===== src/hdl/mms_pkg.sv =====
// Shared types, codes and helpers for the MNA matrix stamper.
package mms_pkg;

  // Field widths fixed by the item and result formats
  localparam int KIND_W = 4;
  localparam int NODE_W = 5;
  localparam int CSRC_W = 4;
  localparam int VAL_W  = 32;
  localparam int RC_W   = 5;
  localparam int STAT_W = 3;
  localparam int USED_W = 5;
  localparam int CFG_W  = 5;

  // Default sizes of the system
  localparam int MAX_NODES_DEF   = 16;
  localparam int MAX_SOURCES_DEF = 16;

  // Row/column width carried in update slots (covers up to 128 rows)
  localparam int ADDR_W = 7;
  // Update slots per command and command queue depth
  localparam int NSTEP  = 7;
  localparam int QDEPTH = 2;

  // Element kinds
  localparam logic [KIND_W-1:0] KIND_CLEAR = 4'd0;
  localparam logic [KIND_W-1:0] KIND_RES   = 4'd1;
  localparam logic [KIND_W-1:0] KIND_ISRC  = 4'd2;
  localparam logic [KIND_W-1:0] KIND_VSRC  = 4'd3;
  localparam logic [KIND_W-1:0] KIND_VCVS  = 4'd4;
  localparam logic [KIND_W-1:0] KIND_CCCS  = 4'd5;
  localparam logic [KIND_W-1:0] KIND_VCCS  = 4'd6;
  localparam logic [KIND_W-1:0] KIND_CCVS  = 4'd7;
  localparam logic [KIND_W-1:0] KIND_RDMAT = 4'd8;
  localparam logic [KIND_W-1:0] KIND_RDRHS = 4'd9;

  // Status codes
  localparam logic [STAT_W-1:0] STAT_OK       = 3'd0;
  localparam logic [STAT_W-1:0] STAT_UNKNOWN  = 3'd1;
  localparam logic [STAT_W-1:0] STAT_ZERO_RES = 3'd2;
  localparam logic [STAT_W-1:0] STAT_RANGE    = 3'd3;
  localparam logic [STAT_W-1:0] STAT_OVERFLOW = 3'd4;

  // Configuration register indexes
  localparam logic CFG_NODES   = 1'b0;
  localparam logic CFG_SOURCES = 1'b1;

  // Back-end operations
  localparam logic [1:0] OP_NONE  = 2'd0;
  localparam logic [1:0] OP_CLEAR = 2'd1;
  localparam logic [1:0] OP_READ  = 2'd2;
  localparam logic [1:0] OP_STEPS = 2'd3;

  // Operand source of one update
  localparam logic [1:0] SRC_VAL  = 2'd0;
  localparam logic [1:0] SRC_ONE  = 2'd1;
  localparam logic [1:0] SRC_G    = 2'd2;
  localparam logic [1:0] SRC_ZERO = 2'd3;

  localparam logic signed [VAL_W-1:0] ONE_Q = 32'sh0001_0000;

  typedef struct packed {
    logic [KIND_W-1:0]       kind;
    logic [NODE_W-1:0]       plus_node;
    logic [NODE_W-1:0]       minus_node;
    logic [NODE_W-1:0]       ctrl_pos;
    logic [NODE_W-1:0]       ctrl_neg;
    logic [CSRC_W-1:0]       ctrl_source;
    logic signed [VAL_W-1:0] value;
    logic [RC_W-1:0]         row;
    logic [RC_W-1:0]         col;
  } item_t;

  typedef struct packed {
    logic [STAT_W-1:0]       status;
    logic signed [VAL_W-1:0] entry_data;
    logic [USED_W-1:0]       sources_used;
  } result_t;

  // One read-modify-write (or set) of a matrix or rhs entry
  typedef struct packed {
    logic              en;
    logic              is_rhs;
    logic              is_set;
    logic              neg;
    logic [1:0]        src;
    logic [ADDR_W-1:0] row;
    logic [ADDR_W-1:0] col;
  } step_t;

  typedef struct packed {
    logic [1:0]              op;
    logic                    is_res;
    logic [STAT_W-1:0]       status;
    logic [USED_W-1:0]       used;
    logic signed [VAL_W-1:0] value;
    step_t [NSTEP-1:0]       steps;
  } cmd_t;

  function automatic step_t mk_step(logic en, logic is_rhs, logic is_set, logic neg,
                                    logic [1:0] src, logic [ADDR_W-1:0] r,
                                    logic [ADDR_W-1:0] c);
    step_t s;
    s.en     = en;
    s.is_rhs = is_rhs;
    s.is_set = is_set;
    s.neg    = neg;
    s.src    = src;
    s.row    = r;
    s.col    = c;
    return s;
  endfunction

endpackage


===== src/hdl/mms_queue.sv =====
// Short command queue between the front and back ends.
module mms_queue (
  input  logic          clk,
  input  logic          rst,
  input  logic          push,
  input  mms_pkg::cmd_t push_cmd,
  output logic          full,
  input  logic          pop,
  output logic          valid,
  output mms_pkg::cmd_t head
);

  localparam int PW = $clog2(mms_pkg::QDEPTH);

  mms_pkg::cmd_t  slots [mms_pkg::QDEPTH];
  logic [PW-1:0]  wp, rp;
  logic [PW:0]    count;

  assign full  = (count == (PW+1)'(mms_pkg::QDEPTH));
  assign valid = (count != '0);
  assign head  = slots[rp];

  // Store beats and move pointers
  always_ff @(posedge clk) begin
    if (push) begin
      slots[wp] <= push_cmd;
    end
    if (rst) begin
      wp    <= '0;
      rp    <= '0;
      count <= '0;
    end else begin
      if (push) begin
        wp <= (wp == PW'(mms_pkg::QDEPTH - 1)) ? '0 : wp + PW'(1);
      end
      if (pop) begin
        rp <= (rp == PW'(mms_pkg::QDEPTH - 1)) ? '0 : rp + PW'(1);
      end
      count <= count + (PW+1)'(push) - (PW+1)'(pop);
    end
  end

endmodule


===== config.mk =====
export PLATFORM = sky130hd
export DESIGN_NAME = mms_queue
export DESIGN_NICKNAME = d
export VERILOG_FILES = /design/src/hdl/mms_pkg.sv /design/src/hdl/mms_queue.sv
export SDC_FILE = /design/constraint.sdc
export NUM_CORES = 1
export LEC_CHECK = 0
export ABC_AREA = 1
export BUFFER_PORTS_ARGS = -buffer_cell sky130_fd_sc_hd__clkbuf_2
export CORE_ASPECT_RATIO = 1.5
export CORE_MARGIN = 1
export CORE_UTILIZATION = 45
export DETAILED_ROUTE_END_ITERATION = 12
export PLACE_DENSITY = 0.7
export SETUP_SLACK_MARGIN = 0.3
export SYNTH_ARGS = -nofsm -noshare
export SYNTH_HDL_FRONTEND = slang
export SYNTH_SLANG_ARGS = --single-unit

===== constraint.sdc =====
create_clock -name clk -period 11 [get_ports clk]
set_input_delay 1.65 -clock clk [delete_from_list [all_inputs] [get_ports clk]]
set_output_delay 1.65 -clock clk [all_outputs]
set_load 0.005 [all_outputs]

==> impl.org, run 1 <==
** Logic synthesis
- Of the total synthesized cell area, the portion taken by full adders, half adders and majority gates is 0.00185.
- FF+latch count, synth :: 371
- Simple-gate area share of the yosys netlist :: 0.00408
- Compound-gate portion of the synthesized area :: 0.000371
- Share of synthesized area occupied by flip-flops and latches :: 0.822
- Summing every instance area after synthesis gives 0.0135 mm2.
- Counting distinct cell types in the post-synthesis netlist gives 13.
- Main combinational cell family by area after synthesis :: multiplexers
- Post-Synth XOR/XNOR Area :: 0.000649
- Measured against the total synthesized area, the mux share comes to 0.153.
- After technology mapping, the gate count stands at 600.
- Counting every net in the synthesized netlist gives 789.
- Mean post-synth cell area :: 22.5 um2
- Yosys printed 0 warnings.

** Global route
- After global routing the overflow that remains totals 0.
- Number of antenna violations at the first check in global routing :: 2
- For this run, the total global-route usage over all layers was measured as 0.164.
- Largest net degree at the start of global routing :: 79
- Via count of the first global-routing pass :: 7123
- The first global-routing pass estimated 37.5 mm of wire.

** Min path
- Class of the worst hold path :: reg2reg
- Depth of the worst hold-timing path :: 2
- Source of the worst hold timing path :: rp

** Power
- For this design the static power due to leakage is 0.00634 uW.
- Power spread over the standard cell area amounts to 183 mW/mm2.
- VDD sags by at most 153 uV.

** Detailed routing
- The count of nets left with antenna violations once routing finished came out at 0.
- DRC violation count after routing :: 0
- After detailed routing, the total wire length is 25.7 mm.
- The routed layout has 6840 vias.
- Using the TritonRoute via totals, the vias-per-cell ratio works out to 4.83.
- For this run, the detailed router's first-pass iteration total came to 4.
- Initial drt markers :: 256
- In the final routed layout, each cell accounts on average for 18.1 um.

** CTS
- Setup repair bufs after CTS :: 0
- Clock tree root driver cell :: sky130_fd_sc_hd__clkbuf_16
- Skew-Pair Late Insertion Delay :: 0.51 ns
- Clock tree synthesis found a total of 371 sinks.
- Resize count post-CTS :: 0
- The H-tree generated during clock tree synthesis spans 2 levels.
- Clock-pin slew was measured on the worst setup and hold paths at 0.06 ns.
- CTS tree :: yes
- Hold_buf cts :: 0
- Total clock buffers created by CTS :: 34
- No sink is reached through more buffers than the 3 on the longest clock path.

** Setup path
- The number of buffers and inverters on the critical path is 2.
- Critical Path Max Stage Delay :: 0.87 ns
- Worst path slowest cell :: sky130_fd_sc_hd__buf_4
- Along the worst path, the maximum fanout reaches 78.
- Worst-path cell chain :: buf_4 > mux2_2 > clkbuf_2
- The critical path in this run is classified as reg2out.
- R2R depth :: 3
- WP data arrival :: 2.77 ns
- Among cell families on the critical path, the largest total delay comes from buffers and inverters.
- Endpoint of the worst register-to-register path :: slots[0][138]
- The startpoint identified for the worst register-to-register timing path is wp.
- Worst Setup End Kind :: output pin
- Data on the critical path is required at its endpoint by 9.35 ns.
- R2r setup slk :: 8.58 ns
- The worst setup path is launched from a register.

** Floorplanning
- Std cell rows :: 77
- Placeable core region :: 0.0295 mm2
- Initial Util :: 0.458
- Die height :: 214 um
- The die covers 0.0307 mm2.
- Count of boundary I/O pins :: 372
- Width of the die :: 143 um

** Finish
- The library cell used most frequently in the layout, excluding fill and tap cells, is sky130_fd_sc_hd__clkbuf_2.
- Final net count :: 1183
- In the layout the commonest cells are sky130_fd_sc_hd__clkbuf_2, sky130_fd_sc_hd__edfxtp_1, sky130_fd_sc_hd__mux2_2.
- Number of fillers in the final layout :: 2281
- Area Overhead vs Synth :: 24.2%
- In the final layout, the share of cells above drive strength 1 is 0.597.

** Timing
- At the pin with the least slew margin, the transition time is 1.02 ns.
- Period utilisation layout :: 0.402
- For this run, the top clock speed supported by timing is 226 MHz.
- Worst max-slew margin expressed relative to the limit :: 0.318
- Unrepaired setup endpoints after global routing :: false
- After routing, the total negative slack on setup checks comes to 0 ns.
- Final setup skew :: 0.0119 ns
- Final number of max-transition violations :: 0
- The number of hold-slack violations in the final timing report is 0.
- Setup violations remaining at the end of the flow were counted as 0.
- The smallest clock period supported by the final layout is computed as 4.42 ns.
- Final hold analysis gives a worst-case slack of 0.535 ns.

** Status
- The run finished with clean final reports.

** Place
- Input/output buffers :: 371
- Detailed placement finished with a half-perimeter wire length of 17.3 mm.
- Final weighted congestion in routability-driven placement :: 0.750

** Job
- The tool flagged a number of max-cap violations equal to 0.
## how the worst max path moves through the flow
| stage | startpoint | endpoint | slack, ns | depth (start not counted) |
|---|---|---|---|---|
| detailed placement | register | head[131] | 7.06 | 3 |
| global route | register | head[26] | 6.40 | 3 |
| CTS | register | head[131] | 6.50 | 3 |
| finish | register | head[26] | 6.58 | 3 |
| global placement | register | head[170] | 7.05 | 3 |
| floorplan | push | slots[0][0] | 0.93 | 2 |
## worst register-to-register path, stage by stage (launching register included)
cell and delay [ns]:
sky130_fd_sc_hd__dfxtp_1 0.35, sky130_fd_sc_hd__nor2_4 0.31, sky130_fd_sc_hd__buf_4 0.52, sky130_fd_sc_hd__buf_4 0.75
## cells by family after synthesis
group,after synthesis
buffers and inverters,28
adder cells (fa/ha/maj),2
XOR/XNOR,1
AO/OA/AOI/OAI,1
AND/OR/NAND/NOR,14
multiplexers,183
flip-flops,371
## synth_stat cells, drive strengths merged
| master | instances | area (um2) |
|---|---|---|
| xnor2 | 1 | 8.76 |
| ha | 2 | 25.0 |
| nand3 | 1 | 5.00 |
| a21oi | 1 | 5.00 |
| nand2 | 5 | 18.8 |
| mux2 | 183 | 2060 |
| edfxtp | 366 | 11000 |
| inv | 8 | 30.0 |
| dfxtp | 5 | 100 |
| buf | 20 | 219 |
| nor3 | 1 | 5.00 |
| nor2 | 7 | 26.3 |
## per-layer routing
layer,GRT usage,share of wire,routed length [um]
met1,0.155,0.33,8450
met3,0.0543,0.085,2190
met4,0.0762,0.037,945
met5,0,0,0
met2,0.309,0.55,14100
## state kept, by name (all words and copies together) (netlist names), named ones only
name,cells
count,2
rp,1
slots,366
wp,1
## through the flow
step | instances | power (uW) | util | worst slack (ns) | area (um2)
2_1_floorplan | 600 | 1860 | - | 0.928 | 13500
3_3_place_gp | 1353 | 1970 | 0.532 | 7.05 | 15700
3_5_place_dp | 1353 | 1980 | 0.532 | 7.06 | 15700
4_1_cts | 1414 | 3120 | 0.569 | 6.50 | 16800
5_1_grt | 1416 | 3180 | 0.569 | 6.40 | 16800
6_report | 1416 | 3070 | 0.569 | 6.58 | 16800
## where the power goes
part	switching (uW)	internal (uW)
logic	138	143
clock network	478	654
registers	22.0	1640
## cell type report
| type | count | area (um2) | share of cell area |
|---|---|---|---|
| sequential | 371 | 11100 | 0.662 |
| inverter | 8 | 35.0 | 0.00209 |
| multi-input combinational | 201 | 2160 | 0.129 |
| clock buffer | 42 | 902 | 0.0538 |
| tap | 395 | 494 | 0.0295 |
| antenna | 2 | 5.00 | 0.000299 |
| timing repair buffer | 378 | 1910 | 0.114 |
| clock inverter | 19 | 164 | 0.00978 |
Note: power is estimated with default switching activity, not from simulation.
==> inputs of run 2 (changes only) <==
Settings changed: PLACE_DENSITY 0.7 to 0.73.
Clock period 11 ns to 3.9 ns, I/O delays scaled along.
==> run 2 against run 1 <==
  * Cell area rose by 0.67%
  * Via count rose by 1.2%
  * Register-to-register slack got worse by 6.4 ns
  * Sequential cell count did not move
  * Hold slack got worse by 0.28 ns
  * Cell count did not move
  * Largest power group unchanged
  * Wire length rose by 2.2%
  * Non-clock buffer count rose by 3
==> impl.org, run 2 (synthesized netlist as in run 1, its figures left out) <==
** CTS
- Skew-Pair Late Insertion Delay :: 0.51 ns (about the same)
- Number of sinks handled by clock tree synthesis :: 371 (unchanged)
- Resize count post-CTS :: 0 (unchanged)
- The tree is rooted in a sky130_fd_sc_hd__clkbuf_16.
- The post-CTS setup repair buffer count is 0 (unchanged).
- CTS tree :: yes
- Clock input transition at the sequential cells of the worst setup and hold paths :: 0.07 ns (about the same)
- The maximum root-to-sink buffer count is 3 (unchanged).
- The number of levels the H-tree was split into was 2 (unchanged).
- Hold_buf cts :: 0 (unchanged)
- The number of buffers created by CTS came to 34 (unchanged).

** Timing
- The worst hold-check slack came to 0.258 ns (-0.277 ns).
- Final setup skew :: 0.0150 ns (+0.00314 ns)
- Of the available clock period, the critical path in the final layout requires 0.735.
- Final hold violation count :: 0 (unchanged)
- Final number of max-transition violations :: 0 (unchanged)
- Worst max-slew margin expressed relative to the limit :: 0.480 (+0.162)
- Tmin final :: 2.87 ns
- Setup Total Neg Slack :: 0 ns (unchanged)
- The setup violation total in the final timing report was 0 (unchanged).
- Timing would allow up to 349 MHz.
- Slew of the pin with the lowest slew margin :: 0.781 ns (-0.242 ns)
- Unrepaired setup endpoints after global routing :: false

** Status
- The flow ran to the end, and the final reports show no timing, DRC or antenna violations.

** Global route
- Met1 capacity usage during global routing :: 0.163 (+0.00827)
- Via count of the first global-routing pass :: 7346 (+3.1%)
- Busiest layer in global routing :: met2
- The aggregate global-route resource usage was 0.167 (+0.00337).
- Wire length of the first global-routing pass :: 38.5 mm (+2.7%)
- The overflow left after global routing was 0 (unchanged).
- Number of antenna violations at the first check in global routing :: 2 (unchanged)
- Largest net degree at the start of global routing :: 92 (+16%)
- The met2 demand-to-capacity share in global routing is 0.306 (-0.00324).
- Met3 usage in global routing :: 0.0496 (-0.00469)

** Floorplanning
- The starting utilization of the core area was 0.458 (unchanged).
- The number of top-level pins is 372 (unchanged).
- Die Area :: 0.0307 mm2 (unchanged)
- Die height :: 214 um (unchanged)
- Std cell rows :: 77 (unchanged)
- The core area was 0.0295 mm2 (unchanged).
- Width of the die :: 143 um (unchanged)

** Finish
- Final instance area :: 0.0169 mm2 (+0.67%)
- Share of post-route cells with drive strength above 1 :: 0.600 (+0.00334)
- The library cell used most frequently in the layout, excluding fill and tap cells, is sky130_fd_sc_hd__clkbuf_2.
- Largest register FFs :: 366 (unchanged)
- From synthesis to final layout, the design area changed by 25.1%.
- Top reg by flops :: slots
- The post-layout net count was 1186 (+0.25%).
- The share of the core filled with cells in the final layout was 0.573 (+0.00382).
- Commonest non-fill, non-tap cells in the layout :: sky130_fd_sc_hd__clkbuf_2, sky130_fd_sc_hd__edfxtp_1, sky130_fd_sc_hd__mux2_2
- The number of standard cells in the final layout excluding fillers is 1416 (unchanged).
- In the final layout, the registers with the most flip-flops are slots: 366 flops, count: 2 flops.

** Detailed routing
- The total iterations of the first detailed-routing run came to 6 (+2).
- Via count of the routed design :: 6920 (+1.2%)
- The routed wirelength normalized by instance count was 18.5 um (+2.2%).
- DRC violation count after routing :: 0 (unchanged)
- The number of antenna-violating nets in the routed design was 0 (unchanged).
- The total wirelength of the detailed-routed design is 26.2 mm (+2.2%).
- Number of vias per cell after detailed routing :: 4.89 (+1.2%)
- The number of DRC violations after detailed-routing iteration 0 is 295 (+15%).

** Setup path
- Largest fanout on the critical path :: 55 (-29%)
- The register-to-register setup slack is 2.17 ns (-6.41 ns).
- Classification of the worst setup path :: reg2out
- The worst setup path is captured at an output pin.
- The arrival time reported for the critical path endpoint came to 2.28 ns (-0.49 ns).
- Kind of launch point of the worst setup path :: register
- The depth of the most critical reg-to-reg path came to 2 (-1).
- R2R Path Start :: wp
- Endpoint of the worst register-to-register path :: slots[0][9]
- Setup crit end :: head[103]
- Data required time at the worst endpoint :: 3.31 ns (-6.04 ns)

** Place
- The number of placed instances, taps included was 1356 (+0.22%).
- The placed standard-cell area was 0.0158 mm2 (+0.88%).
- The weighted congestion reported at the end of routability-driven placement came to 0.760 (+1.3%).
- Half-perimeter wire length after placement :: 17.8 mm (+3.3%)
- The count of buffers from port buffering was 371 (unchanged).

** Power
- Relative contribution of sequential cells to total power :: 0.544 (+0.004)
- The switching power of the nets came to 1790 uW (+180%).
- Leakage power :: 0.00637 uW (+0.44%)
- Clk network pwr share :: 0.361 (-0.007)
- The areal power density over the cells is 511 mW/mm2 (+180%).
- Combinational Power Share :: 0.095 (+0.004)
- The switching part of the total was 0.207 (-0.000212).
- The internal power is 6830 uW (+180%).
- Max VDD drop :: 406 uV (+160%)

** Min path
- The path class of the tightest hold or removal check is in2reg.
- In this run the most critical hold path is launched from push_cmd[82].
- Depth of the worst hold-timing path :: 1 (-1)

** Job
- The max capacitance violation total is 0 (unchanged).
run 2: final cells by class:
class,count,area (um2)
multi-input cells,201,2180
clock inverters,12,80.1
flip-flops and latches,371,11100
fillers,2299,12600
repair buffers,381,2020
inverters,8,46.3
diodes,1,2.50
clock buffers,47,963
well taps,395,494
run 2: worst min path at each step:
stage,endpoint,slack [ns]
final,slots[1][82],0.26
after CTS,slots[1][82],0.23
after global routing,slots[0][65],0.24
after detailed placement,register,0.51
after global placement,rp,0.50
after floorplan,register,0.48
run 2: per-stage QoR:
stage / total power [uW] / setup WS [ns]
after floorplan: 5210 / 0.155
after global placement: 5580 / 1.53
after detailed placement: 5610 / 1.51
after CTS: 8730 / 0.953
after global routing: 8920 / 0.850
final: 8620 / 1.03
run 2: critical path: stages, from the launching register on:
cell	delay (ns)
sky130_fd_sc_hd__dfxtp_4	0.86
sky130_fd_sc_hd__buf_4	0.40
sky130_fd_sc_hd__mux2_2	0.38
sky130_fd_sc_hd__clkbuf_2	0.11
run 2: per-layer routing:
metal / part of all wire / up-vias
li1: - / 3177
met1: 0.34 / 3386
met2: 0.53 / 280
met3: 0.077 / 75
met4: 0.052 / 2
met5: 0.00046 / -
run 2: power groups by stage:
stage	Combinational, uW	Clock, uW	Sequential [uW]
detailed placement	830	0	4780
CTS	836	3200	4690
finish	818	3110	4690
global placement	815	0	4760
floorplan	452	0	4750
global route	887	3330	4710
