`config.mk`:
```
export PLATFORM = sky130hd
export DESIGN_NAME = mms_front
export DESIGN_NICKNAME = d
export VERILOG_FILES = /design/src/hdl/mms_pkg.sv /design/src/hdl/mms_front.sv
export SDC_FILE = /design/constraint.sdc
export NUM_CORES = 1
export LEC_CHECK = 0
export ABC_AREA = 0
export BUFFER_PORTS_ARGS = -buffer_cell sky130_fd_sc_hd__buf_2
export CAP_MARGIN = 15
export CORE_MARGIN = 5
export CORE_UTILIZATION = 42
export CTS_BUF_LIST = sky130_fd_sc_hd__clkbuf_4 sky130_fd_sc_hd__clkbuf_8
export CTS_CLUSTER_SIZE = 40
export DETAILED_ROUTE_END_ITERATION = 8
export GPL_ROUTABILITY_DRIVEN = 0
export PLACE_DENSITY_LB_ADDON = 0.2
export SYNTH_ARGS = -nofsm -noshare
export SYNTH_HDL_FRONTEND = slang
export SYNTH_SLANG_ARGS = --single-unit
```
`constraint.sdc`:
```
create_clock -name clk -period 3.5 [get_ports clk]
set_input_delay 0.35 -clock clk [delete_from_list [all_inputs] [get_ports clk]]
set_output_delay 0.35 -clock clk [all_outputs]
set_load 0.02 [all_outputs]
```
`src/hdl/mms_pkg.sv`:
```
// Shared types, codes and helpers for the MNA matrix stamper.
package mms_pkg;

  // Field widths fixed by the item and result formats
  localparam int KIND_W = 4;
  localparam int NODE_W = 5;
  localparam int CSRC_W = 4;
  localparam int VAL_W  = 32;
  localparam int RC_W   = 5;
  localparam int STAT_W = 3;
  localparam int USED_W = 5;
  localparam int CFG_W  = 5;

  // Default sizes of the system
  localparam int MAX_NODES_DEF   = 16;
  localparam int MAX_SOURCES_DEF = 16;

  // Row/column width carried in update slots (covers up to 128 rows)
  localparam int ADDR_W = 7;
  // Update slots per command and command queue depth
  localparam int NSTEP  = 7;
  localparam int QDEPTH = 2;

  // Element kinds
  localparam logic [KIND_W-1:0] KIND_CLEAR = 4'd0;
  localparam logic [KIND_W-1:0] KIND_RES   = 4'd1;
  localparam logic [KIND_W-1:0] KIND_ISRC  = 4'd2;
  localparam logic [KIND_W-1:0] KIND_VSRC  = 4'd3;
  localparam logic [KIND_W-1:0] KIND_VCVS  = 4'd4;
  localparam logic [KIND_W-1:0] KIND_CCCS  = 4'd5;
  localparam logic [KIND_W-1:0] KIND_VCCS  = 4'd6;
  localparam logic [KIND_W-1:0] KIND_CCVS  = 4'd7;
  localparam logic [KIND_W-1:0] KIND_RDMAT = 4'd8;
  localparam logic [KIND_W-1:0] KIND_RDRHS = 4'd9;

  // Status codes
  localparam logic [STAT_W-1:0] STAT_OK       = 3'd0;
  localparam logic [STAT_W-1:0] STAT_UNKNOWN  = 3'd1;
  localparam logic [STAT_W-1:0] STAT_ZERO_RES = 3'd2;
  localparam logic [STAT_W-1:0] STAT_RANGE    = 3'd3;
  localparam logic [STAT_W-1:0] STAT_OVERFLOW = 3'd4;

  // Configuration register indexes
  localparam logic CFG_NODES   = 1'b0;
  localparam logic CFG_SOURCES = 1'b1;

  // Back-end operations
  localparam logic [1:0] OP_NONE  = 2'd0;
  localparam logic [1:0] OP_CLEAR = 2'd1;
  localparam logic [1:0] OP_READ  = 2'd2;
  localparam logic [1:0] OP_STEPS = 2'd3;

  // Operand source of one update
  localparam logic [1:0] SRC_VAL  = 2'd0;
  localparam logic [1:0] SRC_ONE  = 2'd1;
  localparam logic [1:0] SRC_G    = 2'd2;
  localparam logic [1:0] SRC_ZERO = 2'd3;

  localparam logic signed [VAL_W-1:0] ONE_Q = 32'sh0001_0000;

  typedef struct packed {
    logic [KIND_W-1:0]       kind;
    logic [NODE_W-1:0]       plus_node;
    logic [NODE_W-1:0]       minus_node;
    logic [NODE_W-1:0]       ctrl_pos;
    logic [NODE_W-1:0]       ctrl_neg;
    logic [CSRC_W-1:0]       ctrl_source;
    logic signed [VAL_W-1:0] value;
    logic [RC_W-1:0]         row;
    logic [RC_W-1:0]         col;
  } item_t;

  typedef struct packed {
    logic [STAT_W-1:0]       status;
    logic signed [VAL_W-1:0] entry_data;
    logic [USED_W-1:0]       sources_used;
  } result_t;

  // One read-modify-write (or set) of a matrix or rhs entry
  typedef struct packed {
    logic              en;
    logic              is_rhs;
    logic              is_set;
    logic              neg;
    logic [1:0]        src;
    logic [ADDR_W-1:0] row;
    logic [ADDR_W-1:0] col;
  } step_t;

  typedef struct packed {
    logic [1:0]              op;
    logic                    is_res;
    logic [STAT_W-1:0]       status;
    logic [USED_W-1:0]       used;
    logic signed [VAL_W-1:0] value;
    step_t [NSTEP-1:0]       steps;
  } cmd_t;

  function automatic step_t mk_step(logic en, logic is_rhs, logic is_set, logic neg,
                                    logic [1:0] src, logic [ADDR_W-1:0] r,
                                    logic [ADDR_W-1:0] c);
    step_t s;
    s.en     = en;
    s.is_rhs = is_rhs;
    s.is_set = is_set;
    s.neg    = neg;
    s.src    = src;
    s.row    = r;
    s.col    = c;
    return s;
  endfunction

endpackage

```
`src/hdl/mms_front.sv`:
```
// Front end: configuration registers, item checks, source row counter, command build.
module mms_front #(
  parameter int MAX_NODES   = mms_pkg::MAX_NODES_DEF,
  parameter int MAX_SOURCES = mms_pkg::MAX_SOURCES_DEF
) (
  input  logic                       clk,
  input  logic                       rst,
  input  logic                       cfg_valid,
  output logic                       cfg_ready,
  input  logic                       cfg_index,
  input  logic [mms_pkg::CFG_W-1:0]  cfg_data,
  input  logic                       item_valid,
  output logic                       item_ready,
  input  mms_pkg::item_t             item,
  input  logic                       q_full,
  input  logic                       init_busy,
  output logic                       push,
  output mms_pkg::cmd_t              cmd
);

  localparam int CMP_W = $clog2(MAX_NODES + MAX_SOURCES + 32) + 1;
  localparam int CTR_W = $clog2(MAX_SOURCES + 1);

  logic [mms_pkg::CFG_W-1:0] nodes_cfg;
  logic [mms_pkg::CFG_W-1:0] srcs_cfg;
  logic [CTR_W-1:0]          counter;
  logic [CTR_W-1:0]          counter_next;

  logic [CMP_W-1:0] n, m, dim, k, ncs;
  logic [CMP_W-1:0] p, q, cp, cn;
  logic [mms_pkg::ADDR_W-1:0] p_a, q_a, cp_a, cn_a, k_a, ncs_a, row_a, col_a;
  logic nodes_ok, ctrl_ok, cs_ok, row_ok, col_ok, is_vsrc, do_clear, do_src;
  logic pz, qz, cpz, cnz;

  assign cfg_ready  = 1'b1;
  assign item_ready = !q_full && !init_busy;
  assign push       = item_valid && item_ready;

  // Clamp registers and form indexes
  always_comb begin
    n   = (CMP_W'(nodes_cfg) > CMP_W'(MAX_NODES)) ? CMP_W'(MAX_NODES) : CMP_W'(nodes_cfg);
    m   = (CMP_W'(srcs_cfg) > CMP_W'(MAX_SOURCES)) ? CMP_W'(MAX_SOURCES) : CMP_W'(srcs_cfg);
    dim = n + m;
    k   = n + CMP_W'(counter);
    ncs = n + CMP_W'(item.ctrl_source);
    p   = CMP_W'(item.plus_node);
    q   = CMP_W'(item.minus_node);
    cp  = CMP_W'(item.ctrl_pos);
    cn  = CMP_W'(item.ctrl_neg);
    pz  = (p == '0);
    qz  = (q == '0);
    cpz = (cp == '0);
    cnz = (cn == '0);
    p_a   = mms_pkg::ADDR_W'(p - CMP_W'(1));
    q_a   = mms_pkg::ADDR_W'(q - CMP_W'(1));
    cp_a  = mms_pkg::ADDR_W'(cp - CMP_W'(1));
    cn_a  = mms_pkg::ADDR_W'(cn - CMP_W'(1));
    k_a   = mms_pkg::ADDR_W'(k);
    ncs_a = mms_pkg::ADDR_W'(ncs);
    row_a = mms_pkg::ADDR_W'(item.row);
    col_a = mms_pkg::ADDR_W'(item.col);
    nodes_ok = (p <= n) && (q <= n);
    ctrl_ok  = (cp <= n) && (cn <= n);
    cs_ok    = (CMP_W'(item.ctrl_source) < m);
    row_ok   = (CMP_W'(item.row) < dim);
    col_ok   = (CMP_W'(item.col) < dim);
    is_vsrc  = (item.kind == mms_pkg::KIND_VSRC) || (item.kind == mms_pkg::KIND_VCVS) ||
               (item.kind == mms_pkg::KIND_CCVS);
  end

  // Classify the item and build its update list
  always_comb begin
    cmd        = '0;
    cmd.value  = item.value;
    cmd.status = mms_pkg::STAT_OK;
    cmd.op     = mms_pkg::OP_NONE;
    do_clear   = 1'b0;
    do_src     = 1'b0;
    priority if (item.kind > mms_pkg::KIND_RDRHS) begin
      cmd.status = mms_pkg::STAT_UNKNOWN;
    end else if (item.kind == mms_pkg::KIND_CLEAR) begin
      cmd.op   = mms_pkg::OP_CLEAR;
      do_clear = 1'b1;
    end else if (item.kind == mms_pkg::KIND_RDMAT) begin
      if (row_ok && col_ok) begin
        cmd.op       = mms_pkg::OP_READ;
        cmd.steps[0] = mms_pkg::mk_step(1'b1, 1'b0, 1'b0, 1'b0, mms_pkg::SRC_ZERO, row_a, col_a);
      end else begin
        cmd.status = mms_pkg::STAT_RANGE;
      end
    end else if (item.kind == mms_pkg::KIND_RDRHS) begin
      if (row_ok) begin
        cmd.op       = mms_pkg::OP_READ;
        cmd.steps[0] = mms_pkg::mk_step(1'b1, 1'b1, 1'b0, 1'b0, mms_pkg::SRC_ZERO, row_a, col_a);
      end else begin
        cmd.status = mms_pkg::STAT_RANGE;
      end
    end else if (!nodes_ok ||
                 (((item.kind == mms_pkg::KIND_VCVS) || (item.kind == mms_pkg::KIND_VCCS))
                  && !ctrl_ok) ||
                 (((item.kind == mms_pkg::KIND_CCCS) || (item.kind == mms_pkg::KIND_CCVS))
                  && !cs_ok)) begin
      cmd.status = mms_pkg::STAT_RANGE;
    end else if ((item.kind == mms_pkg::KIND_RES) && (item.value == '0)) begin
      cmd.status = mms_pkg::STAT_ZERO_RES;
    end else if (is_vsrc && (CMP_W'(counter) >= m)) begin
      cmd.status = mms_pkg::STAT_OVERFLOW;
    end else if (item.kind == mms_pkg::KIND_RES) begin
      cmd.op       = mms_pkg::OP_STEPS;
      cmd.is_res   = 1'b1;
      cmd.steps[0] = mms_pkg::mk_step(!pz, 1'b0, 1'b0, 1'b0, mms_pkg::SRC_G, p_a, p_a);
      cmd.steps[1] = mms_pkg::mk_step(!qz, 1'b0, 1'b0, 1'b0, mms_pkg::SRC_G, q_a, q_a);
      cmd.steps[2] = mms_pkg::mk_step(!pz && !qz, 1'b0, 1'b0, 1'b1, mms_pkg::SRC_G, p_a, q_a);
      cmd.steps[3] = mms_pkg::mk_step(!pz && !qz, 1'b0, 1'b0, 1'b1, mms_pkg::SRC_G, q_a, p_a);
    end else if (item.kind == mms_pkg::KIND_ISRC) begin
      cmd.op       = mms_pkg::OP_STEPS;
      cmd.steps[0] = mms_pkg::mk_step(!pz, 1'b1, 1'b0, 1'b1, mms_pkg::SRC_VAL, p_a, p_a);
      cmd.steps[1] = mms_pkg::mk_step(!qz, 1'b1, 1'b0, 1'b0, mms_pkg::SRC_VAL, q_a, q_a);
    end else if (item.kind == mms_pkg::KIND_CCCS) begin
      cmd.op       = mms_pkg::OP_STEPS;
      cmd.steps[0] = mms_pkg::mk_step(!pz, 1'b0, 1'b0, 1'b0, mms_pkg::SRC_VAL, p_a, ncs_a);
      cmd.steps[1] = mms_pkg::mk_step(!qz, 1'b0, 1'b0, 1'b1, mms_pkg::SRC_VAL, q_a, ncs_a);
    end else if (item.kind == mms_pkg::KIND_VCCS) begin
      cmd.op       = mms_pkg::OP_STEPS;
      cmd.steps[0] = mms_pkg::mk_step(!pz && !cpz, 1'b0, 1'b0, 1'b0, mms_pkg::SRC_VAL, p_a, cp_a);
      cmd.steps[1] = mms_pkg::mk_step(!pz && !cnz, 1'b0, 1'b0, 1'b1, mms_pkg::SRC_VAL, p_a, cn_a);
      cmd.steps[2] = mms_pkg::mk_step(!qz && !cpz, 1'b0, 1'b0, 1'b1, mms_pkg::SRC_VAL, q_a, cp_a);
      cmd.steps[3] = mms_pkg::mk_step(!qz && !cnz, 1'b0, 1'b0, 1'b0, mms_pkg::SRC_VAL, q_a, cn_a);
    end else begin
      // Voltage-type source on its own row k
      cmd.op       = mms_pkg::OP_STEPS;
      do_src       = 1'b1;
      cmd.steps[0] = mms_pkg::mk_step(!pz, 1'b0, 1'b1, 1'b0, mms_pkg::SRC_ONE, p_a, k_a);
      cmd.steps[1] = mms_pkg::mk_step(!pz, 1'b0, 1'b1, 1'b0, mms_pkg::SRC_ONE, k_a, p_a);
      cmd.steps[2] = mms_pkg::mk_step(!qz, 1'b0, 1'b1, 1'b1, mms_pkg::SRC_ONE, q_a, k_a);
      cmd.steps[3] = mms_pkg::mk_step(!qz, 1'b0, 1'b1, 1'b1, mms_pkg::SRC_ONE, k_a, q_a);
      if (item.kind == mms_pkg::KIND_VCVS) begin
        cmd.steps[4] = mms_pkg::mk_step(!cpz, 1'b0, 1'b0, 1'b1, mms_pkg::SRC_VAL, k_a, cp_a);
        cmd.steps[5] = mms_pkg::mk_step(!cnz, 1'b0, 1'b0, 1'b0, mms_pkg::SRC_VAL, k_a, cn_a);
      end else if (item.kind == mms_pkg::KIND_CCVS) begin
        cmd.steps[4] = mms_pkg::mk_step(1'b1, 1'b0, 1'b0, 1'b1, mms_pkg::SRC_VAL, k_a, ncs_a);
      end
      cmd.steps[6] = mms_pkg::mk_step(1'b1, 1'b1, 1'b1, 1'b0,
                                      (item.kind == mms_pkg::KIND_VSRC) ?
                                      mms_pkg::SRC_VAL : mms_pkg::SRC_ZERO, k_a, k_a);
    end

    priority if (do_clear) begin
      counter_next = '0;
    end else if (do_src) begin
      counter_next = counter + CTR_W'(1);
    end else begin
      counter_next = counter;
    end
    cmd.used = mms_pkg::USED_W'(counter_next);
  end

  // Hold registers and advance the source counter
  always_ff @(posedge clk) begin
    if (rst) begin
      nodes_cfg <= mms_pkg::CFG_W'(16);
      srcs_cfg  <= '0;
      counter   <= '0;
    end else begin
      if (cfg_valid && cfg_ready) begin
        unique case (cfg_index)
          mms_pkg::CFG_NODES:   nodes_cfg <= cfg_data;
          mms_pkg::CFG_SOURCES: srcs_cfg  <= cfg_data;
          default: ;
        endcase
      end
      if (push) begin
        counter <= counter_next;
      end
    end
  end

endmodule

```
==> results of run 1 <==
[kinds of logic after synthesis]
logic type / count (synthesis)
buf+inv: 137
compound gates: 172
other cells: 2
fa+ha+maj: 58
xor+xnor: 25
flops: 15
mux: 6
simple gates: 319
[state kept, by name (all words and copies together), names as in the netlist]
signal / count
counter: 5
nodes_cfg: 5
srcs_cfg: 5
[timing repair]
| action | 4_1_cts | 5_1_grt |
|---|---|---|
| endpoints found under the setup margin | 76 | 82 |
| setup buffers | 8 | 4 |
| cloned | 1 | 2 |
| pin swaps | 17 | 17 |
| resized for setup | 40 | 141 |
[synthesized netlist by cell type (2+ instances only)]
cell	instances	area (um2)
a2111oi_0	4	35.0
a211o_1	2	17.5
a211oi_1	11	82.6
a21o_1	11	82.6
a21oi_1	59	295
a221o_1	2	20.0
a221oi_1	4	35.0
a22o_1	2	17.5
a22oi_1	7	52.6
a2bb2oi_1	3	26.3
a31oi_1	12	75.1
a32oi_1	6	52.6
and2_1	10	62.6
and3_1	5	31.3
buf_2	10	50.1
buf_4	74	556
clkbuf_1	18	67.6
conb_1	2	7.51
dfxtp_1	15	300
fa_1	3	60.1
ha_1	55	688
inv_1	33	124
mux2i_1	6	60.1
nand2_1	69	259
nand2b_1	10	62.6
nand3_1	20	100
nand3_2	2	20.0
nand4_1	6	37.5
nor2_1	115	432
nor2b_1	13	81.3
nor3_1	36	180
nor3b_1	4	30.0
nor4_1	11	68.8
nor4b_1	3	26.3
o211ai_1	7	52.6
o21ai_0	19	95.1
o21bai_1	4	30.0
o221ai_1	2	17.5
o22ai_1	3	18.8
o31ai_1	3	22.5
o32ai_1	2	17.5
or3_1	4	25.0
xnor2_1	10	87.6
xor2_1	14	123
[metal layers]
layer	wire [um]	share of wire [%]	up-vias
met3	1940	9.1	82
met1	8080	38	2907
met4	1170	5.5	0
met5	0	0	-
li1	-	-	3026
met2	10200	48	393
[critical path, cell delays in order, from the launching register on]
cell and delay (ns):
dfxtp_2 0.34, inv_2 0.05, nor2_4 0.11, ha_4 0.15
inv_2 0.04, fa_2 0.40, inv_2 0.06, a21o_1 0.12
a21oi_2 0.06, xor2_1 0.25, ha_1 0.30, a21oi_1 0.13
o21ai_1 0.11, o211ai_1 0.27, nand3_2 0.15, a221o_1 0.31
o22ai_2 0.11, buf_6 0.14
[per-stage QoR]
step           cell area [um2]  TNS [ns]  total power (W)
4_1_cts                   6390     -1.27          0.00114
5_1_grt                   7010    -10.43          0.00131
3_5_place_dp              6140    -0.966         0.000952
2_1_floorplan             4900   -0.0155         0.000693
3_3_place_gp              6140   -0.0792         0.000948
6_report                  7010     -2.94          0.00124
[final cells by class]
type | count | area, um2
inverters | 33 | 126
fillers | 1066 | 4310
repair buffers | 329 | 2140
multi-input cells | 597 | 4220
clock buffers | 3 | 41.3
clock inverters | 1 | 7.51
flip-flops and latches | 15 | 305
well taps | 143 | 179
[layout by cell type, fill, tap and decap left out, drive strengths merged, types with 7 or more instances in the layout]
| cell type | n |
|---|---|
| nor2 | 116 |
| xor2 | 14 |
| xnor2 | 11 |
| a21oi | 59 |
| a21o | 11 |
| nor3 | 37 |
| buf | 327 |
| a211oi | 11 |
| o21ai | 19 |
| a22oi | 7 |
| ha | 55 |
| nand3 | 22 |
| nor2b | 13 |
| conb | 17 |
| a31oi | 12 |
| dfxtp | 15 |
| nor4 | 12 |
| nand2b | 10 |
| nand2 | 70 |
| o211ai | 7 |
| inv | 33 |
| and2 | 11 |
[worst max-delay path by stage]
stage / to / slack, ns / cells after the start
after global routing: cmd[3] / -0.35 / 17
after floorplan: cmd[10] / -0.002 / 14
final: cmd[3] / -0.19 / 17
after CTS: cmd[3] / -0.18 / 17
after global placement: cmd[3] / -0.04 / 17
after detailed placement: cmd[3] / -0.12 / 17
[power breakdown]
part / internal [W] / switching [W]
Sequential: 0.000178 / 0.00000549
Clock: 0.0000800 / 0.0000644
Combinational: 0.000356 / 0.000559
Total: 0.000614 / 0.000629
==> run metrics, run 1 <==
I/O pins=268; maxcap violations=0; routed vias=6408; main flop type after synthesis=dfxtp_1; Worst VDD drop=0.226 mV; skew final=0.00464 ns; Port Buf Inserts=250; Synth Area in Compound Gates=between 20% and 30%; post-synthesis sequential area ratio=under 10%; fmax=between 200 and 300 MHz; CTS Buf Count=3; reg2reg end=counter[2]; xor and xnor area share after synthesis=4.72%; hold_ws=0.339 ns; worst reg-to-reg path cell count=13; Synth Area in Adders=about 16%; largest net degree at the start of global routing=29; Die Area=between 0.01 and 0.015 mm2; Die W=117 um; CTS Hold Bufs=0; failing checks=setup timing; row count=39; Req. time, crit path=~3.2 ns; DRT iter0 DRCs=~460; worst hold path class=input port to register; busiest grt layer=met2; WHS Endpoint=nodes_cfg[4]; max_slew headroom=around 46%; worst setup margin=-0.192 ns; WL per Instance=19.1 um; pwr dens=177 mW/mm2; antenna fix cells=0; crit share post-route=105%; DRT antenna net count=0; critical path launch point=srcs_cfg[0]; Die Ht=117 um; GR Util met1=roughly a third; Lkg Pwr=3.49 nW; mean post-synth cell area=about 6.5 um2; Vias/cell=5.72; H-tree Lvls=1; YS warnings=0; root buf cell=clkbuf_8; Syn Inst Count=734; Total Wirelength=21400 um; CP arrival=roughly 3.3 ns; met3 Use GR=2.47%; antenna violations before repair=0; HPWL reported at the end of detailed placement=~18000 um; first-pass GRT wire length=29500 um; Reg clk slew, reported paths=0.07 ns; DRT Pass-1 Iters=5; Post-Syn Area=approximately 0.0048 mm2; largest family of logic cells by synthesized area=simple AND/OR/NAND/NOR gates; Slew Viols, Final=0; layout cells sized above 1=between 40 and 50%; # placed instances=1102; CTS Buffer Depth=2; met2 Usage GRT=48.2%; CP Max Fanout=3; Slew @ Worst Pin=0.805 ns; status=finished with violations; Core Region=0.0113 mm2; hold-critical path depth=2; number of synthesized register bits=15; critical path class=register to output pin; ys async rst share=0%; hold wc startpoint=cfg_data[4]; endpoints failing hold=0; crit end category=output pin; vias in the first global route=about 5600; pre-CTS setup slack=-0.124 ns; Post-Route Utilization=62.0%; DRC viols=0; crit path launch type=register; post-synthesis mux area share=1.25%; Final nets=1119; all-layer global routing usage=27.6%; Clk Latency, worst-skew pair=about 0.25 ns; worst r2r src=nodes_cfg[4]; Final min period=around 3.7 ns; final setup violation count=32; RSZ-0062 raised after global routing=true; Worst R2R Setup Slack=0.68 ns; clock sink count=15; Finished Layout Cells=1121; synth unique cells=67; GRT overflow=0; simple logic cell fraction of the synthesized area=31.5%; TritonCTS clock tree=done; EDFF count, synth=0; Area Growth Syn to Fin=46.3%; Initial Util=42.4%
Note: power is estimated with default switching activity, not from simulation.
==> run 2: changes to the inputs <==
--- a/config.mk
+++ b/config.mk
@@ -8,6 +8,7 @@
 export ABC_AREA = 0
 export BUFFER_PORTS_ARGS = -buffer_cell sky130_fd_sc_hd__buf_2
 export CAP_MARGIN = 15
+export CORE_ASPECT_RATIO = 1.4
 export CORE_MARGIN = 5
 export CORE_UTILIZATION = 42
 export CTS_BUF_LIST = sky130_fd_sc_hd__clkbuf_4 sky130_fd_sc_hd__clkbuf_8
==> run metrics, run 2 (synthesized netlist as in run 1, its figures left out) <==
status=finished with violations; failing checks=setup timing; # placed instances=1100 (-0.18%); first-pass GRT wire length=31000 um (+4.8%); most frequent cells in the layout=210 x buf_2, 101 x nor2_1, 84 x buf_4; fmax=271 MHz (+0.19%); antenna fix cells=0 (unchanged); endpoints failing hold=0 (unchanged); layout cells sized above 1=42.1% (-0.62 points); DRT Pass-1 Iters=5 (unchanged); Sw Share=51.1% (+0.46 points); largest net degree at the start of global routing=30 (+3.4%); max_slew headroom=44.3% (-1.9 points); H-tree Lvls=1 (unchanged); antenna violations before repair=0 (unchanged); DRT iter0 DRCs=427 (-6.2%); vias in the first global route=5963 (+7.0%); GRT overflow=0 (unchanged); clock power share=12.1% (+0.5 points); Initial Util=42.5% (+0.15 points); Flop pwr share=14.5% (-0.2 points); skew final=0.000804 ns (-0.00383 ns); Finished Layout Cells=1115 (-0.54%); Slew Viols, Final=0 (unchanged); CP Max Fanout=5 (+2); DRT antenna net count=0 (unchanged); WL per Instance=19.7 um (+3.0%); Reg clk slew, reported paths=0.07 ns (about the same); Tot Pwr=0.00127 W (+2.0%); maxcap violations=0 (unchanged); Largest regs=counter (5), nodes_cfg (5), srcs_cfg (5); met3 Use GR=3.29% (+0.82 points); I/O pins=268 (unchanged); Die Area=0.0137 mm2 (+0.22%); pwr dens=183 mW/mm2 (+3.3%); busiest grt layer=met2; Core Region=0.0113 mm2 (-0.35%); Comb power frac=73.4% (-0.2 points); crit end category=output pin; RSZ-0062 raised after global routing=true; Worst R2R Setup Slack=0.69 ns (about the same); DRC viols=0 (unchanged); Lkg Pwr=3.47 nW (-0.49%); Slew @ Worst Pin=0.830 ns (+0.0248 ns); Internal Power=0.000620 W (+1.1%); CP arrival=3.34 ns (about the same); TritonCTS clock tree=done; HPWL reported at the end of detailed placement=17800 um (+1.2%); GR Util met1=31.8% (-2.7 points); Total Wirelength=21900 um (+2.4%); final setup violation count=27 (-16%); worst hold path class=input port to register; met2 Usage GRT=51.4% (+3.2 points); Net Switching=0.000647 W (+2.9%); Layout fillers=1121 (+5.2%); CTS Hold Bufs=0 (unchanged); root buf cell=clkbuf_8; critical path class=register to output pin; Vias/cell=5.79 (+1.4%); CTS Buffer Depth=2 (unchanged); row count=46 (+18%); Die Ht=136 um (+17%); CTS Buf Count=3 (unchanged); Clk Latency, worst-skew pair=0.26 ns (about the same); worst setup margin=-0.185 ns (+0.00690 ns); Final min period=3.69 ns (-0.00691 ns); crit share post-route=105% (-0.20 points); Req. time, crit path=3.15 ns (about the same); most common cell after layout, fill and taps aside=buf_2; Port Buf Inserts=250 (unchanged); clock sink count=15 (unchanged); worst reg-to-reg path cell count=13 (unchanged); Worst VDD drop=0.191 mV (-15%); all-layer global routing usage=28.6% (+1.0 points); hold-critical path depth=2 (unchanged); Area Growth Syn to Fin=44.5%; Die W=100 um (-14%); Final nets=1112 (-0.63%); routed vias=6460 (+0.81%); crit path launch type=register; pre-CTS setup slack=-0.243 ns (-0.120 ns)
==> run 2: changes by cell type in the layout (fill, tap and decap cells not counted), sizes merged <==
| cell | previous run | this run |
|---|---|---|
| nand2 | 70 | 71 |
| clkbuf | 5 | 4 |
| buf | 327 | 320 |
==> run 2: worst paths after layout <==
path | start | end
worst max-delay path | srcs_cfg[4] | cmd[3]
worst min register to register | srcs_cfg[0] | srcs_cfg[0]
worst min-delay path | cfg_data[4] | nodes_cfg[4]
worst max register to register | nodes_cfg[4] | counter[2]
==> run 2: metrics by stage <==
step	util [%]	instance area (um2)	hold slack [ns]	setup TNS (ns)
after floorplan	-	4900	0.419	-0.0155
after detailed placement	54.4	6130	0.449	-0.738
final	61.4	6930	0.316	-2.65
after CTS	58.1	6550	0.311	-0.453
after global routing	61.4	6930	0.321	-7.36
after global placement	54.4	6130	0.448	-0.255
==> run 2: metal layers <==
metal  vias to the layer above  wire length, um
li1                       3002                -
met2                       451            10600
met4                         0             1640
met3                       109             2210
met1                      2898             7460
met5                         -                0
==> run 2: timing repair <==
action / CTS / global route
buffers inserted: 3 / 4
gates cloned: 3 / 2
resized for setup: 87 / 75
pin swaps: 25 / 12
setup endpoints to repair: 62 / 95
==> run 2: critical path, stage by stage, from the launching register on <==
cell and delay (ns):
dfxtp_2 0.34, buf_4 0.14, inv_2 0.10, nand2_1 0.11, inv_2 0.09, ha_4 0.22, a21o_1 0.20, a21oi_2 0.14
xor2_1 0.21, ha_1 0.29, a21oi_2 0.17, o21ai_2 0.08, o211ai_1 0.25, buf_4 0.16, nand4_1 0.20, o22ai_2 0.23
buf_6 0.14
==> run 2: power groups by stage <==
stage	clock (W)	sequential, W	combinational (W)
floorplan	0	0.000185	0.000508
finish	0.000153	0.000184	0.000931
global route	0.000160	0.000184	0.000989
global placement	0	0.000186	0.000762
CTS	0.000155	0.000183	0.000842
detailed placement	0	0.000186	0.000765
==> run 2: cell type report <==
type | count | area (um2) | share of cell area [%]
multi-input combinational | 598 | 4230 | 61.1
timing repair buffer | 321 | 2040 | 29.4
clock buffer | 3 | 41.3 | 0.596
clock inverter | 1 | 7.51 | 0.108
sequential | 15 | 305 | 4.41
inverter | 33 | 124 | 1.79
tap | 144 | 180 | 2.60
==> run 3: changes to the inputs <==
--- a/config.mk
+++ b/config.mk
@@ -10,7 +10,7 @@
 export CAP_MARGIN = 15
 export CORE_ASPECT_RATIO = 1.4
 export CORE_MARGIN = 5
-export CORE_UTILIZATION = 42
+export CORE_UTILIZATION = 40
 export CTS_BUF_LIST = sky130_fd_sc_hd__clkbuf_4 sky130_fd_sc_hd__clkbuf_8
 export CTS_CLUSTER_SIZE = 40
 export DETAILED_ROUTE_END_ITERATION = 8
==> run metrics, run 3 (synthesized netlist as in run 1, its figures left out) <==
most frequent cells in the layout=185 x buf_2, 120 x buf_4, 98 x nor2_1; H-tree Lvls=1 (unchanged); Worst VDD drop=0.201 mV (+5.3%); vias in the first global route=6039 (+1.3%); TNS Setup=-1.34 ns (+1.32 ns); post-route design area=0.00710 mm2 (+2.4%); Tot Pwr=0.00126 W (-0.45%); CP Max Fanout=3 (-2); CTS Hold Bufs=0 (unchanged); row count=47 (+2.2%); crit share post-route=104% (-1.7 points); root buf cell=clkbuf_8; Slew Viols, Final=0 (unchanged); clock sink count=15 (unchanged); fmax=276 MHz (+1.7%); pre-CTS setup slack=-0.0988 ns (+0.144 ns); crit end category=output pin; Die Area=0.0143 mm2 (+4.6%); final setup violation count=30 (+11%); CTS Buffer Depth=2 (unchanged); Clk Latency, worst-skew pair=0.25 ns (about the same); most common cell after layout, fill and taps aside=buf_2; DRT Pass-1 Iters=5 (unchanged); TritonCTS clock tree=done; antenna violations before repair=2 (+2); Initial Util=40.6% (-1.9 points); Largest regs=counter (5), nodes_cfg (5), srcs_cfg (5); DRT iter0 DRCs=505 (+18%); skew final=0.00218 ns (+0.00138 ns); Reg clk slew, reported paths=0.07 ns (about the same); CP arrival=3.28 ns (-0.06 ns); crit path launch type=register; clock power share=11.7% (-0.4 points); Final nets=1122 (+0.90%); Final min period=3.63 ns (-0.0600 ns); worst hold path class=input port to register; critical path class=register to output pin; endpoints failing hold=0 (unchanged); Lkg Pwr=3.50 nW (+0.93%); DRT antenna net count=0 (unchanged); HPWL reported at the end of detailed placement=18200 um (+2.4%); DRC viols=0 (unchanged); Die W=103 um (+2.2%); I/O pins=268 (unchanged); Internal Power=0.000624 W (+0.57%); WL per Instance=19.8 um (+0.55%); first-pass GRT wire length=32300 um (+4.2%); worst reg-to-reg path cell count=16 (+3); RSZ-0062 raised after global routing=true; routed vias=6482 (+0.34%); Net Switching=0.000638 W (-1.4%); pwr dens=178 mW/mm2 (-2.8%); all-layer global routing usage=28.6% (-0.063 points); Area Growth Syn to Fin=48.0%; Vias/cell=5.75 (-0.82%); max_slew headroom=37.1% (-7.2 points); Die Ht=140 um (+2.3%); Slew @ Worst Pin=0.937 ns (+0.107 ns); critical path launch point=nodes_cfg[0]; maxcap violations=0 (unchanged); Req. time, crit path=3.15 ns (about the same); crit path to=cmd[3]; Post-Place Cell Area=0.00617 mm2 (+0.59%); largest net degree at the start of global routing=21 (-30%); reg2reg end=counter[2]; worst r2r src=srcs_cfg[4]; layout cells sized above 1=43.7% (+1.6 points); worst setup margin=-0.125 ns (+0.0600 ns); Comb power frac=73.8% (+0.4 points); antenna fix cells=0 (unchanged); status=finished with violations; Sw Share=50.6% (-0.50 points); Port Buf Inserts=250 (unchanged); CTS Buf Count=3 (unchanged); Flop pwr share=14.5% (about the same); GRT overflow=0 (unchanged); Core Region=0.0118 mm2 (+4.8%); failing checks=setup timing; Worst R2R Setup Slack=0.62 ns (-0.07 ns); Total Wirelength=22300 um (+1.7%)
run 3: cell count changes in the layout (fill, tap and decap cells not counted), moves of 8 or more:
cell and delta:
nor2_2 +11, buf_2 -25, buf_4 +36, nor2_4 -8
run 3: worst min-delay path by stage:
stage,from,to,slack [ns],depth (start not counted)
final,cfg_data[4],nodes_cfg[4],0.33,2
after global routing,cfg_data[4],nodes_cfg[4],0.34,2
after CTS,cfg_data[4],nodes_cfg[4],0.33,2
after detailed placement,srcs_cfg[0],srcs_cfg[0],0.45,2
after global placement,srcs_cfg[0],srcs_cfg[0],0.45,2
after floorplan,rst,counter[4],0.42,1
run 3: stage by stage:
step / utilization (%) / hold WS [ns] / std cells
after global routing: 60.0 / 0.338 / 1128
after CTS: 56.0 / 0.331 / 1121
after global placement: 52.2 / 0.447 / 1109
final: 60.0 / 0.329 / 1128
after detailed placement: 52.2 / 0.450 / 1109
after floorplan: - / 0.419 / 749
run 3: per-layer routing:
layer	routed length, um	vias to the layer above	track usage, %	share of wire (%)
li1	-	3021	-	-
met1	7680	2956	32.9	34
met2	11300	410	51.5	51
met3	1990	93	2.15	8.9
met4	1340	2	14.2	6.0
met5	9	-	0	0.040
run 3: power groups by stage:
stage          clock, W  combinational (W)  sequential (W)
6_report       0.000148           0.000931        0.000183
5_1_grt        0.000153           0.000991        0.000183
4_1_cts        0.000147           0.000853        0.000183
3_5_place_dp          0           0.000769        0.000185
3_3_place_gp          0           0.000768        0.000185
2_1_floorplan         0           0.000508        0.000185
run 3: what timing repair did:
item / in CTS / in global routing
endpoints found under the setup margin: 70 / 110
cloned: 2 / 0
gates resized for setup: 94 / 98
pin swaps: 19 / 17
buffers inserted: 6 / 7
run 3: cell type report:
| type | count | area, um2 |
|---|---|---|
| fill | 1150 | 4720 |
| timing repair buffer | 332 | 2170 |
| multi-input combinational | 597 | 4260 |
| clock inverter | 1 | 5.00 |
| tap | 147 | 184 |
| inverter | 33 | 126 |
| clock buffer | 3 | 41.3 |
| sequential | 15 | 305 |
run 3: critical path: stages (launching register included):
cell and delay (ns):
dfxtp_2 0.33, nor2b_4 0.18, ha_4 0.15, inv_2 0.04
fa_2 0.42, inv_2 0.07, a21o_1 0.11, a21oi_2 0.06
xor2_2 0.16, ha_1 0.30, a21oi_1 0.12, o21ai_1 0.09
o211ai_1 0.28, nand3_2 0.16, a221o_1 0.31, o22ai_2 0.11
buf_6 0.14
